--- config.mk ---
export PLATFORM = sky130hd
export DESIGN_NAME = ir_pulse_distance_receiver
export DESIGN_NICKNAME = d
export VERILOG_FILES = /design/src/rtl/irpd_pkg.sv /design/src/rtl/irpd_step.sv /design/src/rtl/ir_pulse_distance_receiver.sv
export VERILOG_INCLUDE_DIRS = /design/src /design/src/rtl
export SDC_FILE = /design/constraint.sdc
export NUM_CORES = 1
export LEC_CHECK = 0
export BUFFER_PORTS_ARGS = -buffer_cell sky130_fd_sc_hd__buf_4
export CAP_MARGIN = 5
export CORE_MARGIN = 1.5
export CORE_UTILIZATION = 43
export CTS_BUF_LIST = sky130_fd_sc_hd__clkbuf_8
export CTS_CLUSTER_DIAMETER = 150
export CTS_CLUSTER_SIZE = 8
export DETAILED_ROUTE_END_ITERATION = 8
export GPL_TIMING_DRIVEN = 0
export SLEW_MARGIN = 20
export SYNTH_ARGS = -nofsm -noshare
export SYNTH_HDL_FRONTEND = slang
export SYNTH_HIERARCHICAL = 1
export SYNTH_SLANG_ARGS = --single-unit
--- constraint.sdc ---
create_clock -name clk_i -period 7.25 [get_ports clk_i]
set_input_delay 1.45 -clock clk_i [delete_from_list [all_inputs] [get_ports clk_i]]
set_output_delay 1.45 -clock clk_i [all_outputs]
set_load 0.01 [all_outputs]
--- src/rtl/ir_pulse_distance_receiver_macros.svh ---
// assertion macros for the ir pulse distance receiver
// used by the top level only, needs clk_i and rst_ni in scope
`ifndef IR_PULSE_DISTANCE_RECEIVER_MACROS_SVH
`define IR_PULSE_DISTANCE_RECEIVER_MACROS_SVH

// same-cycle implication
`define IRPD_ASSERT_IMPL(label, ante, cons) \
  label: assert property (@(posedge clk_i) disable iff (!rst_ni) (ante) |-> (cons)) \
    else $error("irpd assertion failed");

// next-cycle implication
`define IRPD_ASSERT_NEXT(label, ante, cons) \
  label: assert property (@(posedge clk_i) disable iff (!rst_ni) (ante) |=> (cons)) \
    else $error("irpd assertion failed");

`endif

--- src/rtl/irpd_pkg.sv ---
// types, constants and register codes of the ir pulse distance receiver
// no dependencies
package irpd_pkg;

  localparam int BufferBytes = 64;
  localparam int BitsPerByte = 8;
  localparam int BitCap      = BufferBytes * BitsPerByte;
  localparam int BitCntW     = $clog2(BitCap + 1);
  localparam int TimeW       = 16;
  localparam int NumRegs     = 8;
  localparam int RegIdxW     = 3;
  localparam int BitIdxW     = 9;
  localparam int ByteCntW    = 7;

  typedef enum logic [RegIdxW-1:0] {
    RegPreMin   = 3'd0,
    RegPreMax   = 3'd1,
    RegLongMin  = 3'd2,
    RegLongMax  = 3'd3,
    RegShortMin = 3'd4,
    RegShortMax = 3'd5,
    RegOneMin   = 3'd6,
    RegOneMax   = 3'd7
  } reg_idx_e;

  typedef logic [NumRegs-1:0][TimeW-1:0] cfg_regs_t;

  localparam cfg_regs_t CfgReset = {
    16'd977, 16'd586, 16'd586, 16'd195, 16'd4297, 16'd2734, 16'd7812, 16'd6250
  };

  typedef enum logic [2:0] {
    PhIdle        = 3'd0,
    PhPreamble    = 3'd1,
    PhHeaderSpace = 3'd2,
    PhBitPulse    = 3'd3,
    PhBitSpace    = 3'd4
  } rx_phase_e;

  typedef enum logic {
    KindBit   = 1'b0,
    KindFrame = 1'b1
  } res_kind_e;

  typedef enum logic [2:0] {
    StSuccess = 3'd0,
    StError   = 3'd1,
    StShort   = 3'd2,
    StPartial = 3'd3,
    StNone    = 3'd4
  } frame_status_e;

  typedef struct packed {
    rx_phase_e          phase;
    logic               last_level;
    logic               expect_rising;
    logic [TimeW-1:0]   last_time;
    logic [BitCntW-1:0] bits;
  } rx_state_t;

  typedef struct packed {
    res_kind_e           kind;
    logic [BitIdxW-1:0]  bit_index;
    logic                bit_value;
    logic [ByteCntW-1:0] byte_count;
    frame_status_e       status;
    logic [TimeW-1:0]    bad_interval;
  } rx_result_t;

  localparam rx_state_t StateRestart = '{
    phase: PhIdle, last_level: 1'b1, expect_rising: 1'b0,
    last_time: '0, bits: '0
  };

endpackage

--- src/rtl/irpd_step.sv ---
// next-state and result logic for one pin edge of the ir receiver
// depends on irpd_pkg
module irpd_step (
  input  irpd_pkg::rx_state_t          state_i,
  input  irpd_pkg::cfg_regs_t          cfg_i,
  input  logic                         level_i,
  input  logic [irpd_pkg::TimeW-1:0]   time_i,
  output irpd_pkg::rx_state_t          state_o,
  output logic                         res_valid_o,
  output irpd_pkg::rx_result_t         res_o
);
  import irpd_pkg::*;

  logic [TimeW-1:0]   dt;
  logic               falling_ok;
  logic               rising_ok;
  logic               win_pre;
  logic               win_long;
  logic               win_short;
  logic               win_one;
  logic [BitCntW-1:0] bytes_full;
  logic [ByteCntW-1:0] bytes;
  rx_result_t         note;

  assign dt         = time_i - state_i.last_time;
  assign falling_ok = state_i.last_level & ~level_i;
  assign rising_ok  = ~state_i.last_level & level_i;
  assign win_pre    = (dt >= cfg_i[RegPreMin]) && (dt <= cfg_i[RegPreMax]);
  assign win_long   = (dt >= cfg_i[RegLongMin]) && (dt <= cfg_i[RegLongMax]);
  assign win_short  = (dt >= cfg_i[RegShortMin]) && (dt <= cfg_i[RegShortMax]);
  assign win_one    = (dt >= cfg_i[RegOneMin]) && (dt <= cfg_i[RegOneMax]);
  assign bytes_full = (state_i.bits >> $clog2(BitsPerByte))
                    + BitCntW'(|state_i.bits[$clog2(BitsPerByte)-1:0]);
  assign bytes      = bytes_full[ByteCntW-1:0];

  always_comb begin
    state_o     = state_i;
    res_valid_o = 1'b0;
    note        = '{kind: KindFrame, bit_index: '0, bit_value: 1'b0,
                    byte_count: '0, status: StError, bad_interval: '0};
    res_o       = note;
    if (level_i == state_i.expect_rising) begin
      case (state_i.phase)
        PhPreamble: begin
          if (!rising_ok) begin
            state_o = StateRestart;
          end else if (win_pre) begin
            state_o.phase = PhHeaderSpace;
          end else begin
            res_valid_o      = 1'b1;
            res_o.byte_count = bytes;
            state_o          = StateRestart;
          end
        end
        PhHeaderSpace: begin
          if (!falling_ok) begin
            state_o = StateRestart;
          end else if (win_long) begin
            state_o.phase = PhBitPulse;
          end else begin
            res_valid_o  = 1'b1;
            res_o.status = StShort;
            state_o      = StateRestart;
          end
        end
        PhBitPulse: begin
          if (rising_ok) begin
            if (win_short) begin
              state_o.phase = PhBitSpace;
            end else begin
              res_valid_o        = 1'b1;
              res_o.byte_count   = bytes;
              res_o.bad_interval = dt;
              state_o            = StateRestart;
            end
          end
        end
        PhBitSpace: begin
          if (falling_ok) begin
            if (win_one || win_short) begin
              state_o.phase = PhBitPulse;
              if (state_i.bits < BitCntW'(BitCap)) begin
                res_valid_o     = 1'b1;
                res_o.kind      = KindBit;
                res_o.bit_index = state_i.bits[BitIdxW-1:0];
                res_o.bit_value = win_one;
                res_o.status    = StSuccess;
                state_o.bits    = state_i.bits + 1'b1;
              end
            end else if (win_long) begin
              res_valid_o      = 1'b1;
              res_o.byte_count = bytes;
              res_o.status     = StSuccess;
              state_o          = StateRestart;
            end else if (state_i.bits != '0) begin
              res_valid_o        = 1'b1;
              res_o.byte_count   = bytes;
              res_o.status       = StPartial;
              res_o.bad_interval = dt;
              state_o            = StateRestart;
            end else begin
              res_valid_o  = 1'b1;
              res_o.status = StNone;
              state_o      = StateRestart;
            end
          end
        end
        default: begin
          if (falling_ok) begin
            state_o.phase = PhPreamble;
          end else begin
            res_valid_o      = 1'b1;
            res_o.byte_count = bytes;
            state_o          = StateRestart;
          end
        end
      endcase
      if (state_o.phase != PhIdle) begin
        state_o.last_level    = level_i;
        state_o.last_time     = time_i;
        state_o.expect_rising = ~level_i;
      end
    end
  end

endmodule

--- src/rtl/ir_pulse_distance_receiver.sv ---
// Pulse-distance infrared receiver. Each input item is one pin edge (level after the edge and
// a 16-bit tick timestamp); the decoder checks preamble, header space and per-bit pulse/space
// windows, emits one item per stored data bit and one frame notification at frame end.
// An edge lands in the input register, is decoded into the result register once the output
// is free and any item it yields is then offered; edges run back to back at one per cycle while the
// output is not stalled, and a result held by a stalled output blocks the next edge.
module ir_pulse_distance_receiver (
  input  logic                              clk_i,
  input  logic                              rst_ni,
  input  logic                              cfg_valid_i,
  output logic                              cfg_ready_o,
  input  logic [irpd_pkg::RegIdxW-1:0]      cfg_index_i,
  input  logic [irpd_pkg::TimeW-1:0]        cfg_data_i,
  input  logic                              s_axis_tvalid,
  output logic                              s_axis_tready,
  input  logic [23:0]                       s_axis_tdata,  // pin_level, edge_time[15:0], pad
  output logic                              m_axis_tvalid,
  input  logic                              m_axis_tready,
  output logic [39:0]                       m_axis_tdata,  // bit_index[8:0], bit_value,
                                                           // byte_count[6:0], frame_status[2:0],
                                                           // bad_interval[15:0], pad
  output logic                              m_axis_tuser   // result_kind
);
  import irpd_pkg::*;

  `include "ir_pulse_distance_receiver_macros.svh"

  cfg_regs_t        cfg_q;
  rx_state_t        state_q;
  rx_state_t        state_d;
  logic             in_valid_q;
  logic             in_level_q;
  logic [TimeW-1:0] in_time_q;
  logic             out_valid_q;
  rx_result_t       out_res_q;
  rx_result_t       res_d;
  logic             res_valid_d;
  logic             process;
  logic             s_accept;

  assign cfg_ready_o   = 1'b1;
  assign process       = in_valid_q & (~out_valid_q | m_axis_tready);
  assign s_axis_tready = ~in_valid_q | process;
  assign s_accept      = s_axis_tvalid & s_axis_tready;

  irpd_step u_step (
    .state_i     (state_q),
    .cfg_i       (cfg_q),
    .level_i     (in_level_q),
    .time_i      (in_time_q),
    .state_o     (state_d),
    .res_valid_o (res_valid_d),
    .res_o       (res_d)
  );

  always_ff @(posedge clk_i or negedge rst_ni) begin
    if (!rst_ni) begin
      cfg_q <= CfgReset;
    end else if (cfg_valid_i) begin
      cfg_q[cfg_index_i] <= cfg_data_i;
    end
  end

  always_ff @(posedge clk_i or negedge rst_ni) begin
    if (!rst_ni) begin
      in_valid_q  <= 1'b0;
      out_valid_q <= 1'b0;
      state_q     <= StateRestart;
    end else begin
      if (s_accept) begin
        in_valid_q <= 1'b1;
      end else if (process) begin
        in_valid_q <= 1'b0;
      end
      if (process) begin
        state_q <= state_d;
      end
      if (process && res_valid_d) begin
        out_valid_q <= 1'b1;
      end else if (m_axis_tready) begin
        out_valid_q <= 1'b0;
      end
    end
  end

  always_ff @(posedge clk_i) begin
    if (s_accept) begin
      in_level_q <= s_axis_tdata[0];
      in_time_q  <= s_axis_tdata[TimeW:1];
    end
    if (process && res_valid_d) begin
      out_res_q <= res_d;
    end
  end

  assign m_axis_tvalid = out_valid_q;
  assign m_axis_tuser  = out_res_q.kind;
  assign m_axis_tdata  = {4'b0, out_res_q.bad_interval, out_res_q.status,
                          out_res_q.byte_count, out_res_q.bit_value, out_res_q.bit_index};

  `IRPD_ASSERT_IMPL(a_bits_cap, 1'b1, state_q.bits <= BitCntW'(BitCap))
  `IRPD_ASSERT_IMPL(a_idle_clear, state_q.phase == PhIdle, state_q.bits == '0)
  `IRPD_ASSERT_IMPL(a_dir_track, 1'b1, state_q.expect_rising == ~state_q.last_level)
  `IRPD_ASSERT_NEXT(a_frame_restart, process && res_valid_d && res_d.kind == KindFrame,
                    state_q.phase == PhIdle && m_axis_tvalid)

endmodule
==> results by group <==
Global routing
  – Largest net degree at the start of global routing: 85
  – Grt total ovfl: 0
  – Total Routing Usage GR: between 10% and 20%
  – Number of global-route vias before repair: 8,982
  – First-pass GRT wire length: roughly 48,000 um
  – Initial antenna violation count: 0

Logic synthesis
  – Top cell type's share of synthesized area: 22.2%
  – Number of synthesized flops with an enable pin: 54
  – Yosys reg bits: ~220
  – Area of the mapped netlist: around 0.013 mm2
  – Synth area leaders: dfrtp_1, ha_1, mux2_2
  – Ys async rst share: 74.9%
  – Yosys warning total: 6
  – Leading area contributor after synthesis: dfrtp_1
  – Top_reg_cell synth: dfrtp_1
  – Count of different cell masters after synthesis: between 70 and 80
  – Synth Area per Inst: around 11 um2
  – Register area share after synthesis: a little over two fifths
  – Syn Inst Count: between 1,000 and 1,500

CTS
  – Buffer count from post-CTS setup fixing: 0
  – Clock buffer depth: 3
  – Root Driver: clkbuf_8
  – CTS clk-pin slew, worst paths: 70 ps
  – Number of CTS-inserted buffers: 30
  – Post-CTS resize count: 0
  – CTS H-tree lvls: 1
  – Clk sinks: 215
  – Clk Latency, worst-skew pair: 580 ps
  – CTS tree: built
  – CTS Hold Bufs: 0

Floorplan
  – Die area: 0.0320 mm2
  – Core area: 0.0305 mm2
  – Die W: roughly 180 um
  – Cell Rows: 64
  – Initial Utilization: 43.6%
  – Die Span Y: ~180 um
  – Top-Level Pins: about 90

Layout
  – Reg area: between 0.005 and 0.006 mm2
  – Layout fillers: approximately 2,800
  – Area delta synth->final: 12.8%
  – Post-route design area: ~0.015 mm2
  – Post-Layout Cell Count: roughly 1,700
  – Ratio of cells with drive above 1 in the final layout: 29.0%
  – # nets final: about 1,500
  – Ant diodes: 0
  – Footprint of the multi-input gates: 0.00683 mm2

STA
  – Fin. max-slew vios: 0
  – Final Skew: ~22 ps
  – Setup violations, final: 0
  – Worst rel slew slack: between 20 and 30%
  – Period Utilization, post-route: 90.2%
  – RSZ-0062 raised after global routing: false
  – Worst slew pin tran: 1070 ps
  – Final Hold Vio Count: 0
  – Final worst slack: around 700 ps
  – Min Tclk post-route: between 6000 and 7000 ps
  – FMAX: 153 MHz

Worst setup path
  – Crit. End Element: register
  – CP Class: reg2reg
  – Critical path, cell by cell: ha_1 > fa_1 > nor2b_1 > o21ai_0 > a21oi_1 > o211ai_1 > a311oi_1 > o21ai_0 > nand3_1 > nor2b_1 > ha_1 > nor2b_1 > or4_4 > o31ai_4 > a21oi_1 > o21ai_0 > o31a_1 > nand2_1 > nor2_4 > buf_16
  – CP Max Fanout: 25
  – FF-to-FF Start: state_q[10]
  – CP Launch Type: register
  – Slowest-stage cell, CP: nor2b_1
  – CP peak stage delay: 640 ps
  – Crit path from: state_q[10]
  – Worst path required time: 7530 ps
  – Arrival @ worst endpoint: ~7000 ps

Place
  – DP Worst Slack: roughly 630 ps
  – Area after DPL: around 0.014 mm2
  – Gpl congestion: 0.857
  – Post-DP HPWL: 22,000 um
  – Port buffer count: 75
  – Cells after DPL: between 1,500 and 2,000

Worst hold path
  – Min-delay src: cfg_q[108]
  – Worst min path class: reg2reg

Detailed routing
  – DRT antenna net count: 0
  – Detailed Routing Iterations Pass 1: 5
  – Vias: ~9,100
  – Drt drc: 0
  – Routed wire per std cell: roughly 17 um
  – Routed wire length: just under 30,000 um
  – Initial DRC count: just under 500
  – Vias per cell: ~5.3

Power
  – Static Leak: 6.81 nW
  – Pwr Density: 358 mW/mm2
  – Total power: 5.37 mW
  – Peak VDD IR: 0.164 mV

Run status
  – Status: complete, no violations

Flow run
  – Number of max-cap violations: 0
per-stage QoR:
| step | utilization (%) | hold WS, ps | setup TNS [ps] |
|---|---|---|---|
| final | 49.2 | 506 | 0 |
| after global routing | 49.2 | 518 | 0 |
| after CTS | 49.2 | 509 | 0 |
| after detailed placement | 47.5 | 493 | 0 |
| after global placement | 47.1 | 486 | -36640 |
| after floorplan | - | 477 | 0 |
per-layer routing:
metal | GRT usage (%) | part of all wire, % | up-vias
li1 | - | - | 4498
met3 | 2.59 | 4.7 | 34
met2 | 31.0 | 45 | 173
met1 | 27.2 | 48 | 4425
met5 | 0 | 0 | -
met4 | 4.62 | 1.7 | 0
cell usage after synthesis, types with 20 or more instances:
library cell and n:
a21oi_1 56, dfrtp_1 118, dfstp_2 43, edfxtp_1 54
ha_1 148, inv_1 150, mux2_2 159, nand2_1 65
nand3_1 30, nand4_1 23, nor2_1 41, o21ai_0 20
layout by cell type, fill, tap and decap left out, types with 10 or more instances in the layout:
cell type and n:
dfrtp_1 118, and2_1 13, clkbuf_8 31, inv_1 174, nor2_1 40, a21o_1 10
a21oi_1 56, nand4_1 23, clkbuf_1 15, nor3b_1 13, nand2b_1 10, nor3_1 17
nor2b_1 13, ha_1 148, mux2_2 159, nand3_1 30, nand2_1 65, edfxtp_1 54
a21oi_2 10, dfstp_2 43, buf_4 85, o21ai_0 20
state kept, by name (all words and copies together) (netlist names):
signal / count
m_axis_tvalid: 1
in_level_q: 1
state_q: 31
cfg_q: 128
in_valid_q: 1
in_time_q: 16
m_axis_tdata: 36
m_axis_tuser: 1
logic make-up (layout without fill, tap and decap cells):
group	after synthesis	count (layout)	synth area share, %
AND/OR/NAND/NOR	279	279	12.2
AO/OA/AOI/OAI	179	179	9.77
other	2	5	0.0565
multiplexers	159	159	13.5
buffers and inverters	191	324	6.27
XOR/XNOR	20	20	1.32
adder cells (fa/ha/maj)	149	149	14.1
flip-flops	215	215	42.9
worst max-delay path: cells and delay by family (launching register included):
kind / cells / cell delay (ps)
AO/OA/AOI/OAI: 9 / 2490
adder cells (fa/ha/maj): 3 / 1030
buffers and inverters: 1 / 230
flip-flops: 1 / 400
AND/OR/NAND/NOR: 7 / 2080
worst paths after layout:
path / to / slack, ps / depth (start not counted)
worst max register to register: m_axis_tdata[28] / 710 / 20
max in group asynchronous: state_q[27] / 5530 / 2
worst max-delay path: m_axis_tdata[28] / 710 / 20
min in group asynchronous: cfg_q[113] / 850 / 1
worst min-delay path: cfg_q[108] / 510 / 1
worst min register to register: cfg_q[108] / 510 / 1
where the power goes:
| part | switching [mW] | leakage, nW | internal (mW) | total [mW] |
|---|---|---|---|---|
| sequential | 0.118 | 2.42 | 1.53 | 1.65 |
| clock | 0.465 | 0.351 | 0.392 | 0.856 |
| combinational | 1.68 | 4.04 | 1.19 | 2.86 |
| total | 2.26 | 6.81 | 3.11 | 5.37 |
area by class of cell:
type	count	area share [%]
multi-input cells	791	45.5
flip-flops and latches	215	38.0
repair buffers	78	4.22
inverters	150	3.75
well taps	396	3.30
clock buffers	31	2.84
plain buffers	41	1.81
clock inverters	24	0.600
Power figures use the tool's default switching activity.
